==> config.mk <==
export PLATFORM = sky130hd
export DESIGN_NAME = voltage_channel_sweep_sequencer_core
export DESIGN_NICKNAME = d
export VERILOG_FILES = /design/src/hdl/vcss_pkg.sv /design/src/hdl/vcss_ms_conv.sv /design/src/hdl/voltage_channel_sweep_sequencer_core.sv
export VERILOG_INCLUDE_DIRS = /design/src /design/src/hdl
export SDC_FILE = /design/constraint.sdc
export NUM_CORES = 2
export LEC_CHECK = 0
export BUFFER_PORTS_ARGS = -buffer_cell sky130_fd_sc_hd__buf_2
export CAP_MARGIN = 20
export CORE_MARGIN = 10
export CORE_UTILIZATION = 40
export CTS_BUF_LIST = sky130_fd_sc_hd__clkbuf_8
export DETAILED_ROUTE_END_ITERATION = 10
export PLACE_DENSITY = 0.67
export SYNTH_ARGS = -nofsm -noshare
export SYNTH_HDL_FRONTEND = slang
export SYNTH_SLANG_ARGS = --single-unit
==> constraint.sdc <==
create_clock -name aclk -period 9.6 [get_ports aclk]
set_input_delay 1.92 -clock aclk [delete_from_list [all_inputs] [get_ports aclk]]
set_output_delay 1.92 -clock aclk [all_outputs]
set_load 0.005 [all_outputs]
==> src/hdl/voltage_channel_sweep_sequencer_core_macros.svh <==
// assertion macros for the voltage channel sweep sequencer
// used by voltage_channel_sweep_sequencer_core, no other dependencies
`ifndef VOLTAGE_CHANNEL_SWEEP_SEQUENCER_CORE_MACROS_SVH
`define VOLTAGE_CHANNEL_SWEEP_SEQUENCER_CORE_MACROS_SVH

// same-cycle implication, disabled while reset is low
`define VCSS_ASSERT_SAME(label, clk, rstn, ante, cons, msg) \
    label: assert property (@(posedge clk) disable iff (!(rstn)) (ante) |-> (cons)) \
        else $error(msg);

// next-cycle implication, disabled while reset is low
`define VCSS_ASSERT_NEXT(label, clk, rstn, ante, cons, msg) \
    label: assert property (@(posedge clk) disable iff (!(rstn)) (ante) |=> (cons)) \
        else $error(msg);

`endif

==> src/hdl/vcss_pkg.sv <==
// shared types and constants for the voltage channel sweep sequencer
// no dependencies
`default_nettype none

package vcss_pkg;

    localparam int unsigned TICK_HZ_DEFAULT = 1000;
    localparam int unsigned MS_PER_S        = 1000;
    localparam int unsigned SEC_PER_MIN     = 60;
    localparam int unsigned SEC_PER_HOUR    = 3600;

    localparam int unsigned NOW_W       = 32;
    localparam int unsigned CUR_W       = 24;
    localparam int unsigned CHAN_W      = 4;
    localparam int unsigned RANGE_W     = 14;
    localparam int unsigned STEADY_W    = 15;
    localparam int unsigned DUR_W       = 16;
    localparam int unsigned LEVEL_W     = 16;
    localparam int unsigned HOLD_W      = 38;
    localparam int unsigned END_W       = 40;
    localparam int unsigned CFG_IDX_W   = 3;
    localparam int unsigned CFG_DATA_W  = 16;

    // register indexes on the configuration port
    localparam logic [CFG_IDX_W-1:0] REG_CHANNEL  = 3'd0;
    localparam logic [CFG_IDX_W-1:0] REG_RANGE    = 3'd1;
    localparam logic [CFG_IDX_W-1:0] REG_STEP     = 3'd2;
    localparam logic [CFG_IDX_W-1:0] REG_STEADY   = 3'd3;
    localparam logic [CFG_IDX_W-1:0] REG_DURATION = 3'd4;
    localparam logic [CFG_IDX_W-1:0] REG_UNIT     = 3'd5;

    // duration unit codes
    localparam logic [1:0] UNIT_SEC      = 2'd0;
    localparam logic [1:0] UNIT_MIN      = 2'd1;
    localparam logic [1:0] UNIT_HOUR     = 2'd2;
    localparam logic [1:0] UNIT_RESERVED = 2'd3;

    typedef enum logic [1:0] {
        KIND_OFF    = 2'd0,
        KIND_SWEEP  = 2'd1,
        KIND_STEADY = 2'd2,
        KIND_STEP   = 2'd3
    } kind_t;

    typedef enum logic [1:0] {
        MODE_OFF    = 2'd0,
        MODE_SWEEP  = 2'd1,
        MODE_STEADY = 2'd2
    } mode_t;

    typedef enum logic [1:0] {
        PH_RISE   = 2'd0,
        PH_FALL   = 2'd1,
        PH_RETURN = 2'd2
    } phase_t;

    // load strobes for the two stages of the time conversion
    typedef struct packed {
        logic st1_load;
        logic st2_load;
    } conv_ctrl_t;

    // one result item apart from the converted time
    typedef struct packed {
        logic                record_valid;
        logic [CHAN_W-1:0]   record_channel;
        mode_t               record_mode;
        logic [LEVEL_W-1:0]  record_level_mv;
        logic [CUR_W-1:0]    record_current;
        logic                drive_write;
        logic [LEVEL_W-1:0]  drive_level_mv;
        logic                done_flag;
    } result_t;

endpackage

`default_nettype wire

==> src/hdl/vcss_ms_conv.sv <==
// tick count to millisecond conversion, two pipeline stages
// depends on vcss_pkg
`default_nettype none

module vcss_ms_conv #(
    parameter int unsigned TICK_HZ = vcss_pkg::TICK_HZ_DEFAULT
) (
    input  wire logic                        aclk,
    input  wire vcss_pkg::conv_ctrl_t        ctrl,
    input  wire logic [vcss_pkg::NOW_W-1:0]  now_ticks,
    output logic      [vcss_pkg::NOW_W-1:0]  time_ms
);

    localparam int unsigned NOW_W = vcss_pkg::NOW_W;
    localparam int unsigned LO_W  = NOW_W / 2;
    localparam int unsigned HI_W  = NOW_W - LO_W;
    localparam longint unsigned LO_MAX   = (64'd1 << LO_W) - 64'd1;
    localparam longint unsigned HI_MAX   = (64'd1 << HI_W) - 64'd1;
    localparam longint unsigned MS_K     = vcss_pkg::MS_PER_S;
    // now*1000 = hi*HI_SCALE + lo*1000, HI_SCALE = QC*TICK_HZ + RC
    localparam longint unsigned HI_SCALE = MS_K << LO_W;
    localparam longint unsigned QC       = HI_SCALE / TICK_HZ;
    localparam longint unsigned RC       = HI_SCALE % TICK_HZ;
    localparam longint unsigned Y_MAX    = HI_MAX * RC + LO_MAX * MS_K;
    localparam int unsigned Y_W   = $clog2(Y_MAX + 64'd1);
    localparam int unsigned L_W   = $clog2(TICK_HZ);
    localparam int unsigned SH    = Y_W + L_W;
    // rounded-up reciprocal, exact floor for every y below 2^Y_W
    localparam longint unsigned RECIP = ((64'd1 << SH) + TICK_HZ - 64'd1) / TICK_HZ;
    localparam int unsigned M_W   = Y_W + 2;
    localparam int unsigned P_W   = Y_W + M_W;
    localparam int unsigned QC_W  = $clog2(QC + 64'd1);
    localparam int unsigned RC_W  = $clog2(TICK_HZ);
    localparam int unsigned MS_W  = $clog2(MS_K + 64'd1);

    localparam logic [QC_W-1:0] QC_C    = QC_W'(QC);
    localparam logic [RC_W-1:0] RC_C    = RC_W'(RC);
    localparam logic [MS_W-1:0] MS_C    = MS_W'(MS_K);
    localparam logic [M_W-1:0]  RECIP_C = M_W'(RECIP);

    logic [HI_W-1:0]        hi;
    logic [LO_W-1:0]        lo;
    logic [HI_W+QC_W-1:0]   hq_full;
    logic [HI_W+RC_W-1:0]   hr_full;
    logic [LO_W+MS_W-1:0]   lm_full;

    logic [NOW_W-1:0]       hq_reg;
    logic [Y_W-1:0]         hr_reg;
    logic [Y_W-1:0]         lm_reg;

    logic [Y_W-1:0]         y_sum;
    logic [P_W-1:0]         p_full;
    logic [NOW_W-1:0]       hq2_reg;
    logic [NOW_W-1:0]       q_reg;

    assign hi      = now_ticks[NOW_W-1:LO_W];
    assign lo      = now_ticks[LO_W-1:0];
    assign hq_full = hi * QC_C;
    assign hr_full = hi * RC_C;
    assign lm_full = lo * MS_C;

    // stage one: partial products of the split tick count
    always_ff @(posedge aclk) begin
        if (ctrl.st1_load) begin
            hq_reg <= NOW_W'(hq_full);
            hr_reg <= Y_W'(hr_full);
            lm_reg <= Y_W'(lm_full);
        end
    end

    assign y_sum  = hr_reg + lm_reg;
    assign p_full = y_sum * RECIP_C;

    // stage two: remainder part divided by reciprocal multiply
    always_ff @(posedge aclk) begin
        if (ctrl.st2_load) begin
            hq2_reg <= hq_reg;
            q_reg   <= NOW_W'(p_full >> SH);
        end
    end

    assign time_ms = hq2_reg + q_reg;

endmodule

`default_nettype wire

==> src/hdl/voltage_channel_sweep_sequencer_core.sv <==
// top level of the voltage channel sweep sequencer
// depends on vcss_pkg, vcss_ms_conv and voltage_channel_sweep_sequencer_core_macros.svh
`default_nettype none

// One output channel sequencer. Each input item carries a command in s_tuser (off, start
// sweep, start steady, run step) with the current sample and tick count in s_tdata, and gives
// exactly one result item. The sequencer state is updated in the cycle the item is accepted;
// the tick to millisecond conversion then runs in a two stage pipeline, and the item passes
// stage one, stage two and the output register before m_tvalid rises. One item is accepted
// every cycle; s_tready only drops when all three stages hold items and the output is
// stalled by m_tready. The rate is set by the state update at acceptance, and the latency
// by the two multiply stages of the time conversion and the output register. Configuration
// writes are taken in any cycle (cfg_ready is always high) and must only be issued while
// the block holds no items.

`include "voltage_channel_sweep_sequencer_core_macros.svh"

module voltage_channel_sweep_sequencer_core #(
    parameter int unsigned TICK_HZ = vcss_pkg::TICK_HZ_DEFAULT
) (
    input  wire logic         aclk,
    input  wire logic         aresetn,

    // input items
    input  wire logic         s_tvalid,
    output logic              s_tready,
    input  wire logic [55:0]  s_tdata,   // current_sample[23:0], now_ticks[55:24]
    input  wire logic [1:0]   s_tuser,   // kind[1:0]

    // result items
    output logic              m_tvalid,
    input  wire logic         m_tready,
    output logic [95:0]       m_tdata,   // record_channel[3:0], record_mode[5:4],
                                         // record_level_mv[21:6], record_current[45:22],
                                         // record_time_ms[77:46], drive_level_mv[93:78],
                                         // done_flag[94], zero fill[95]
    output logic [1:0]        m_tuser,   // record_valid[0], drive_write[1]

    // configuration writes
    input  wire logic         cfg_valid,
    output logic              cfg_ready,
    input  wire logic [vcss_pkg::CFG_IDX_W-1:0]  cfg_index,
    input  wire logic [vcss_pkg::CFG_DATA_W-1:0] cfg_data
);

    localparam int unsigned NOW_W    = vcss_pkg::NOW_W;
    localparam int unsigned CUR_W    = vcss_pkg::CUR_W;
    localparam int unsigned CHAN_W   = vcss_pkg::CHAN_W;
    localparam int unsigned RANGE_W  = vcss_pkg::RANGE_W;
    localparam int unsigned STEADY_W = vcss_pkg::STEADY_W;
    localparam int unsigned DUR_W    = vcss_pkg::DUR_W;
    localparam int unsigned LEVEL_W  = vcss_pkg::LEVEL_W;
    localparam int unsigned HOLD_W   = vcss_pkg::HOLD_W;
    localparam int unsigned END_W    = vcss_pkg::END_W;

    // hold ticks per unit: factor_ms * TICK_HZ / 1000 reduces to these exactly
    localparam longint unsigned FAC_SEC  = TICK_HZ;
    localparam longint unsigned FAC_MIN  = longint'(vcss_pkg::SEC_PER_MIN) * TICK_HZ;
    localparam longint unsigned FAC_HOUR = longint'(vcss_pkg::SEC_PER_HOUR) * TICK_HZ;
    localparam int unsigned FAC_W   = $clog2(FAC_HOUR + 64'd1);
    localparam int unsigned PROD_W  = DUR_W + FAC_W;
    localparam int unsigned CMP_W   = (PROD_W > HOLD_W) ? PROD_W : HOLD_W + 1;
    localparam logic [HOLD_W-1:0] HOLD_MAX = {HOLD_W{1'b1}};

    // ------------------------------------------------------------------
    // configuration registers
    // ------------------------------------------------------------------
    logic [CHAN_W-1:0]    channel_reg;
    logic [RANGE_W-1:0]   sweep_range_reg;
    logic [RANGE_W-1:0]   sweep_step_reg;
    logic [STEADY_W-1:0]  steady_level_reg;
    logic [DUR_W-1:0]     steady_duration_reg;
    logic [1:0]           duration_unit_reg;

    assign cfg_ready = 1'b1;

    always_ff @(posedge aclk) begin
        if (!aresetn) begin
            channel_reg         <= '0;
            sweep_range_reg     <= '0;
            sweep_step_reg      <= RANGE_W'(1);
            steady_level_reg    <= '0;
            steady_duration_reg <= '0;
            duration_unit_reg   <= vcss_pkg::UNIT_SEC;
        end else if (cfg_valid && cfg_ready) begin
            unique case (cfg_index)
                vcss_pkg::REG_CHANNEL:  channel_reg         <= cfg_data[CHAN_W-1:0];
                vcss_pkg::REG_RANGE:    sweep_range_reg     <= cfg_data[RANGE_W-1:0];
                vcss_pkg::REG_STEP:     sweep_step_reg      <= cfg_data[RANGE_W-1:0];
                vcss_pkg::REG_STEADY:   steady_level_reg    <= cfg_data[STEADY_W-1:0];
                vcss_pkg::REG_DURATION: steady_duration_reg <= cfg_data[DUR_W-1:0];
                vcss_pkg::REG_UNIT:     duration_unit_reg   <= cfg_data[1:0];
                default: begin
                    // writes beyond the register list are dropped
                end
            endcase
        end
    end

    // ------------------------------------------------------------------
    // pipeline handshake: stage one, stage two, output register
    // ------------------------------------------------------------------
    logic v1_reg, v2_reg, vo_reg;
    logic ready1, ready2, ready_o;
    logic accept;
    vcss_pkg::conv_ctrl_t conv_ctrl;

    assign ready_o  = !vo_reg || m_tready;
    assign ready2   = !v2_reg || ready_o;
    assign ready1   = !v1_reg || ready2;
    assign s_tready = ready1;
    assign accept   = s_tvalid && s_tready;
    assign m_tvalid = vo_reg;

    assign conv_ctrl.st1_load = accept;
    assign conv_ctrl.st2_load = v1_reg && ready2;

    always_ff @(posedge aclk) begin
        if (!aresetn) begin
            v1_reg <= 1'b0;
            v2_reg <= 1'b0;
            vo_reg <= 1'b0;
        end else begin
            if (ready1) begin
                v1_reg <= accept;
            end
            if (ready2) begin
                v2_reg <= v1_reg;
            end
            if (ready_o) begin
                vo_reg <= v2_reg;
            end
        end
    end

    // ------------------------------------------------------------------
    // input fields
    // ------------------------------------------------------------------
    vcss_pkg::kind_t      kind;
    logic [CUR_W-1:0]     cur_sample;
    logic [NOW_W-1:0]     now_ticks;

    assign kind       = vcss_pkg::kind_t'(s_tuser);
    assign cur_sample = s_tdata[CUR_W-1:0];
    assign now_ticks  = s_tdata[CUR_W+NOW_W-1:CUR_W];

    // ------------------------------------------------------------------
    // sequencer state
    // ------------------------------------------------------------------
    vcss_pkg::mode_t      run_mode_reg, run_mode_next;
    vcss_pkg::phase_t     sweep_phase_reg, sweep_phase_next;
    logic [LEVEL_W-1:0]   sweep_level_reg, sweep_level_next;
    logic                 steady_started_reg, steady_started_next;
    logic [HOLD_W-1:0]    hold_ticks_reg, hold_ticks_next;
    logic [END_W-1:0]     end_tick_reg, end_tick_next;
    logic                 finished_reg, finished_next;
    vcss_pkg::result_t    step_res;

    // sweep arithmetic in 17 signed bits, levels never leave 16 bits
    logic signed [LEVEL_W:0] lvl_s, range_s, step_s, neg_range_s, rise_sum, fall_diff;

    assign lvl_s       = {sweep_level_reg[LEVEL_W-1], sweep_level_reg};
    assign range_s     = {{(LEVEL_W+1-RANGE_W){1'b0}}, sweep_range_reg};
    assign step_s      = {{(LEVEL_W+1-RANGE_W){1'b0}}, sweep_step_reg};
    assign neg_range_s = -range_s;
    assign rise_sum    = lvl_s + step_s;
    assign fall_diff   = lvl_s - step_s;

    // steady level sign extended to the drive width
    logic [LEVEL_W-1:0] steady_lvl;
    assign steady_lvl = {{(LEVEL_W-STEADY_W){steady_level_reg[STEADY_W-1]}}, steady_level_reg};

    // hold time in ticks, saturated
    logic [FAC_W-1:0]   hold_fac;
    logic [PROD_W-1:0]  hold_prod;
    logic [CMP_W-1:0]   hold_prod_ext;
    logic [HOLD_W-1:0]  hold_sat;

    always_comb begin
        unique case (duration_unit_reg)
            vcss_pkg::UNIT_MIN:  hold_fac = FAC_W'(FAC_MIN);
            vcss_pkg::UNIT_HOUR: hold_fac = FAC_W'(FAC_HOUR);
            default:             hold_fac = FAC_W'(FAC_SEC);
        endcase
    end

    assign hold_prod     = steady_duration_reg * hold_fac;
    assign hold_prod_ext = CMP_W'(hold_prod);
    assign hold_sat      = (hold_prod_ext > CMP_W'(HOLD_MAX)) ? HOLD_MAX
                                                              : HOLD_W'(hold_prod_ext);

    // end tick: set on the first steady step, compared against on the same step
    logic [END_W-1:0] now_ext, start_end, end_cmp;
    assign now_ext   = END_W'(now_ticks);
    assign start_end = now_ext + END_W'(hold_ticks_reg);

    always_comb begin
        run_mode_next       = run_mode_reg;
        sweep_phase_next    = sweep_phase_reg;
        sweep_level_next    = sweep_level_reg;
        steady_started_next = steady_started_reg;
        hold_ticks_next     = hold_ticks_reg;
        end_tick_next       = end_tick_reg;
        finished_next       = finished_reg;
        end_cmp             = end_tick_reg;
        step_res            = '0;

        unique case (kind)
            vcss_pkg::KIND_OFF: begin
                // off while off does nothing
                if (run_mode_reg != vcss_pkg::MODE_OFF) begin
                    step_res.drive_write = 1'b1;
                    finished_next        = 1'b1;
                    run_mode_next        = vcss_pkg::MODE_OFF;
                end
            end
            vcss_pkg::KIND_SWEEP: begin
                run_mode_next    = vcss_pkg::MODE_SWEEP;
                sweep_phase_next = vcss_pkg::PH_RISE;
                sweep_level_next = '0;
                finished_next    = 1'b0;
            end
            vcss_pkg::KIND_STEADY: begin
                run_mode_next = vcss_pkg::MODE_STEADY;
                // reserved unit code keeps the previous hold time
                if (duration_unit_reg != vcss_pkg::UNIT_RESERVED) begin
                    hold_ticks_next = hold_sat;
                end
                steady_started_next = 1'b0;
                finished_next       = 1'b0;
            end
            vcss_pkg::KIND_STEP: begin
                unique case (run_mode_reg)
                    vcss_pkg::MODE_SWEEP: begin
                        step_res.record_valid    = 1'b1;
                        step_res.record_channel  = channel_reg;
                        step_res.record_mode     = vcss_pkg::MODE_SWEEP;
                        step_res.record_level_mv = sweep_level_reg;
                        step_res.record_current  = cur_sample;
                        step_res.drive_write     = 1'b1;
                        step_res.drive_level_mv  = sweep_level_reg;
                        unique case (sweep_phase_reg)
                            vcss_pkg::PH_RISE: begin
                                if (lvl_s < range_s) begin
                                    sweep_level_next = rise_sum[LEVEL_W-1:0];
                                end else begin
                                    sweep_phase_next = vcss_pkg::PH_FALL;
                                end
                            end
                            vcss_pkg::PH_FALL: begin
                                if (lvl_s > neg_range_s) begin
                                    sweep_level_next = fall_diff[LEVEL_W-1:0];
                                end else begin
                                    sweep_phase_next = vcss_pkg::PH_RETURN;
                                end
                            end
                            default: begin
                                // return to zero, then stop
                                if (lvl_s < 0) begin
                                    sweep_level_next = rise_sum[LEVEL_W-1:0];
                                end else begin
                                    step_res.drive_level_mv = '0;
                                    finished_next           = 1'b1;
                                    run_mode_next           = vcss_pkg::MODE_OFF;
                                end
                            end
                        endcase
                    end
                    vcss_pkg::MODE_STEADY: begin
                        if (!steady_started_reg) begin
                            steady_started_next     = 1'b1;
                            step_res.drive_write    = 1'b1;
                            step_res.drive_level_mv = steady_lvl;
                            end_tick_next           = start_end;
                            end_cmp                 = start_end;
                        end
                        step_res.record_valid    = 1'b1;
                        step_res.record_channel  = channel_reg;
                        step_res.record_mode     = vcss_pkg::MODE_STEADY;
                        step_res.record_level_mv = steady_lvl;
                        step_res.record_current  = cur_sample;
                        // record first, then drive zero once past the end tick
                        if (now_ext > end_cmp) begin
                            step_res.drive_write    = 1'b1;
                            step_res.drive_level_mv = '0;
                            finished_next           = 1'b1;
                            run_mode_next           = vcss_pkg::MODE_OFF;
                        end
                    end
                    default: begin
                        // run step while off gives an empty record
                    end
                endcase
            end
            default: begin
            end
        endcase

        step_res.done_flag = finished_next;
    end

    always_ff @(posedge aclk) begin
        if (!aresetn) begin
            run_mode_reg       <= vcss_pkg::MODE_OFF;
            sweep_phase_reg    <= vcss_pkg::PH_RISE;
            sweep_level_reg    <= '0;
            steady_started_reg <= 1'b0;
            hold_ticks_reg     <= '0;
            end_tick_reg       <= '0;
            finished_reg       <= 1'b0;
        end else if (accept) begin
            run_mode_reg       <= run_mode_next;
            sweep_phase_reg    <= sweep_phase_next;
            sweep_level_reg    <= sweep_level_next;
            steady_started_reg <= steady_started_next;
            hold_ticks_reg     <= hold_ticks_next;
            end_tick_reg       <= end_tick_next;
            finished_reg       <= finished_next;
        end
    end

    // ------------------------------------------------------------------
    // result pipeline, time conversion runs alongside
    // ------------------------------------------------------------------
    vcss_pkg::result_t  st1_res_reg, st2_res_reg, out_res_reg;
    logic [NOW_W-1:0]   time_ms;
    logic [NOW_W-1:0]   out_time_reg;

    vcss_ms_conv #(
        .TICK_HZ (TICK_HZ)
    ) u_ms_conv (
        .aclk      (aclk),
        .ctrl      (conv_ctrl),
        .now_ticks (now_ticks),
        .time_ms   (time_ms)
    );

    always_ff @(posedge aclk) begin
        if (conv_ctrl.st1_load) begin
            st1_res_reg <= step_res;
        end
        if (conv_ctrl.st2_load) begin
            st2_res_reg <= st1_res_reg;
        end
        if (v2_reg && ready_o) begin
            out_res_reg  <= st2_res_reg;
            // time is only reported with a record
            out_time_reg <= st2_res_reg.record_valid ? time_ms : '0;
        end
    end

    assign m_tdata = {1'b0,
                      out_res_reg.done_flag,
                      out_res_reg.drive_level_mv,
                      out_time_reg,
                      out_res_reg.record_current,
                      out_res_reg.record_level_mv,
                      out_res_reg.record_mode,
                      out_res_reg.record_channel};
    assign m_tuser = {out_res_reg.drive_write, out_res_reg.record_valid};

    // ------------------------------------------------------------------
    // assertions
    // ------------------------------------------------------------------
    `VCSS_ASSERT_SAME(a_stall_only_when_full, aclk, aresetn,
        !s_tready, v1_reg && v2_reg && vo_reg && !m_tready,
        "input stalled while a pipeline stage is free")

    `VCSS_ASSERT_NEXT(a_sweep_start, aclk, aresetn,
        accept && (kind == vcss_pkg::KIND_SWEEP),
        (run_mode_reg == vcss_pkg::MODE_SWEEP) && !finished_reg && (sweep_level_reg == '0),
        "sweep start did not arm the sweep")

    `VCSS_ASSERT_SAME(a_record_has_mode, aclk, aresetn,
        vo_reg && out_res_reg.record_valid,
        out_res_reg.record_mode != vcss_pkg::MODE_OFF,
        "record delivered with mode off")

    `VCSS_ASSERT_SAME(a_no_write_zero_level, aclk, aresetn,
        vo_reg && !out_res_reg.drive_write,
        out_res_reg.drive_level_mv == '0,
        "drive level set without a drive write")

endmodule

`default_nettype wire
==> metrics.csv <==
stage,metric,value,unit
detailed_routing,dr.pass1.iters,5,
die,core,0.0983,mm^2
critical_path,endpoint_kind,register,
cts,clkLatencyLatePin,680,ps
timing,rsz0062_at_grt,no,
critical_path,cp.arrival,8410,ps
die,num_io_pins,183,
yosys,seq_area_frac_synth,31.0,%
finish,nets,5046,
yosys,syn_area,0.0396,mm^2
yosys,synth-seq-cells,464,
critical_path,worstPathRequired,10160,ps
detailed_routing,dr_total_vias,26400,
place,gp_congestion,0.918,
yosys,syn-mean-instance-area,10.4,um^2
finish,multi_input_comb_area,0.0244,mm^2
critical_path,rrSetupSlack,1760,ps
cts,cts_made_buffers,77,
timing,fin_crit_sh,81.7,%
detailed_routing,drt-met1-wl,43100,um
cts,cts_sinks,464,
critical_path,crit_top_cell,fa_1,
cts,cts_resized,0,
critical_path,r2r_start,duration_unit_reg[0],
cts,cts.htree.levels,3,
timing,setup_slack,1760,ps
finish,post-route-util,44.3,%
detailed_routing,wl_met2,42400,um
detailed_routing,ant_nets,0,
yosys,synth_warnings,0,
die,die_h,335,um
detailed_routing,wl_met3,6510,um
yosys,synth_cell_type_count,75,
detailed_routing,drt_iter0_markers,1661,
cts,path_clk_slew,60,ps
grt,grt_first_pass_wirelength,149000,um
critical_path,slowest_delay,690,ps
detailed_routing,top_layer,met5,
critical_path,crit_path_max_fanout,32,
timing,maxSlewViolCount,0,
timing,fin_crit,7840,ps
finish,fillCellCount,9260,
critical_path,crit_type,reg -> reg,
grt,grt_pass1_vias,26600,
job,maxCapViolCount,0,
die,start_util,40.3,%
yosys,synth_enable_flop_cells,299,
timing,relSlewSlack,29.9,%
min_path,hold_path_class,reg -> reg,
detailed_routing,wl,94200,um
timing,setup_viol,0,
critical_path,cp-start-kind,register,
cts,cts_tree,yes,
grt,grt_max_degree,81,
place,place_hpwl,77100,um
die,fp.dieW,335,um
timing,final-hold-violation-count,0,
min_path,min_from,u_ms_conv.hq_reg[24],
yosys,synth_nets,4861,
detailed_routing,drcViolationCount,0,
finish,syn2layout_area_growth,9.93,%
critical_path,r2r-end,hold_ticks_reg[36],
timing,max_clock_freq,128,MHz
place,post-place-ws,1800,ps
critical_path,reg2reg_depth,25,
timing,tightest_slew,1050,ps
detailed_routing,viasPerCell,4.95,
place,portBuffers,180,
grt,grt_use_total,16.8,%
min_path,hold_depth,0,
die,dieArea,0.112,mm^2
cts,root_buffer,clkbuf_8,
die,rows,115,
cts,postCtsSetupBuffers,0,
finish,drive_above_1_share,8.36,%
detailed_routing,wl_per_cell,17.7,um
critical_path,crit_start,duration_unit_reg[0],
finish,regArea,0.0123,mm^2
grt,overflow,0,
cts,ctsLongestPathBuffers,3,
yosys,syn_inst,3795,
yosys,synth_ff_type,edfxtp_1,
timing,finClkSkew,36.3,ps
grt,antenna_found_initial,23,
critical_path,cpMaxStageDelayCell,ha_1,
min_path,whs_endpoint,u_ms_conv.hq2_reg[24],
timing,fin_setup_tns,0,ps
cts,holdBufCountCts,0,
status,outcome,completed,
yosys,synth-async-reset-ratio,0,%
worst max-delay path by stage:
stage,slack [ps],cells past startpoint,endpoint
after floorplan,2380,2,st2_res_reg[0]
after global placement,1950,25,hold_ticks_reg[36]
after detailed placement,1800,25,hold_ticks_reg[36]
after CTS,1760,25,hold_ticks_reg[36]
after global routing,1300,25,hold_ticks_reg[36]
final,1760,25,hold_ticks_reg[36]
per-stage QoR:
stage               cell area, um^2  std cells  hold slack (ps)
global route                  43500       5334              408
CTS                           43500       5327              394
global placement              41900       5187              400
detailed placement            41900       5187              405
finish                        43600       5336              409
floorplan                     39600       3795              400
placed cells by master, fill, tap and decap left out, types with 55 or more instances in the layout:
| cell type | n |
|---|---|
| and2_1 | 55 |
| nor2b_1 | 56 |
| nand2_1 | 308 |
| ha_1 | 574 |
| nor2_1 | 188 |
| buf_2 | 180 |
| edfxtp_1 | 299 |
| a21oi_1 | 226 |
| inv_1 | 717 |
| clkbuf_8 | 81 |
| dfxtp_1 | 165 |
| o21ai_0 | 65 |
| xnor2_1 | 101 |
| fa_1 | 410 |
worst max-delay path, delay by kind of cell, from the launching register on:
| kind | cells | cell delay, ps |
|---|---|---|
| buffers and inverters | 5 | 340 |
| AO/OA/AOI/OAI | 10 | 2250 |
| XOR/XNOR | 1 | 170 |
| AND/OR/NAND/NOR | 1 | 450 |
| flip-flops | 1 | 380 |
| adder cells (fa/ha/maj) | 8 | 4130 |
metal layers:
metal / vias up / global-route usage (%)
met3: 159 / 3.82
met4: 16 / 5.01
met2: 649 / 26.3
met5: - / 0
met1: 12700 / 22.9
li1: 12900 / -
cell usage after synthesis, types with 10 or more instances:
| cell type | instances | area share [%] |
|---|---|---|
| and3_1 | 22 | 0.35 |
| o31ai_1 | 11 | 0.21 |
| nor2b_1 | 57 | 0.90 |
| a22oi_1 | 28 | 0.53 |
| xnor2_1 | 101 | 2.2 |
| inv_1 | 698 | 6.6 |
| nand2b_1 | 49 | 0.77 |
| ha_1 | 574 | 18 |
| nor3_1 | 42 | 0.53 |
| nor4_1 | 12 | 0.19 |
| fa_1 | 410 | 21 |
| nand3_1 | 52 | 0.66 |
| nor2_1 | 191 | 1.8 |
| and2_1 | 55 | 0.87 |
| or3_1 | 11 | 0.17 |
| dfxtp_1 | 165 | 8.3 |
| edfxtp_1 | 299 | 23 |
| a21oi_1 | 227 | 2.9 |
| mux2i_1 | 52 | 1.3 |
| o21bai_1 | 16 | 0.30 |
| a211oi_1 | 20 | 0.38 |
| clkbuf_1 | 79 | 0.75 |
| xor2_1 | 36 | 0.80 |
| o21ai_0 | 65 | 0.82 |
| a21o_1 | 39 | 0.74 |
| nand2_1 | 308 | 2.9 |
| o21a_1 | 36 | 0.68 |
| nand4_1 | 19 | 0.30 |
| or2_2 | 10 | 0.16 |
logic make-up after synthesis:
kind of cell	after synthesis	share of synthesized area (%)
AND/OR/NAND/NOR	847	10.1
buffers and inverters	785	7.46
XOR/XNOR	137	3.03
AO/OA/AOI/OAI	523	8.25
adder cells (fa/ha/maj)	984	38.8
other	2	0.0190
flip-flops	464	31.0
multiplexers	53	1.34
final cells by class:
class	instances	share of cell area (%)
antenna	8	0.0460
clock buffer	81	2.56
clock inverter	59	1.11
inverter	698	6.03
multi-input combinational	2546	56.1
sequential	464	28.2
tap	1287	3.70
timing repair buffer	193	2.31
Power is left out: the tool's default activity adds up to more than one toggle a clock period on the data nets, which glitch-free logic cannot reach.
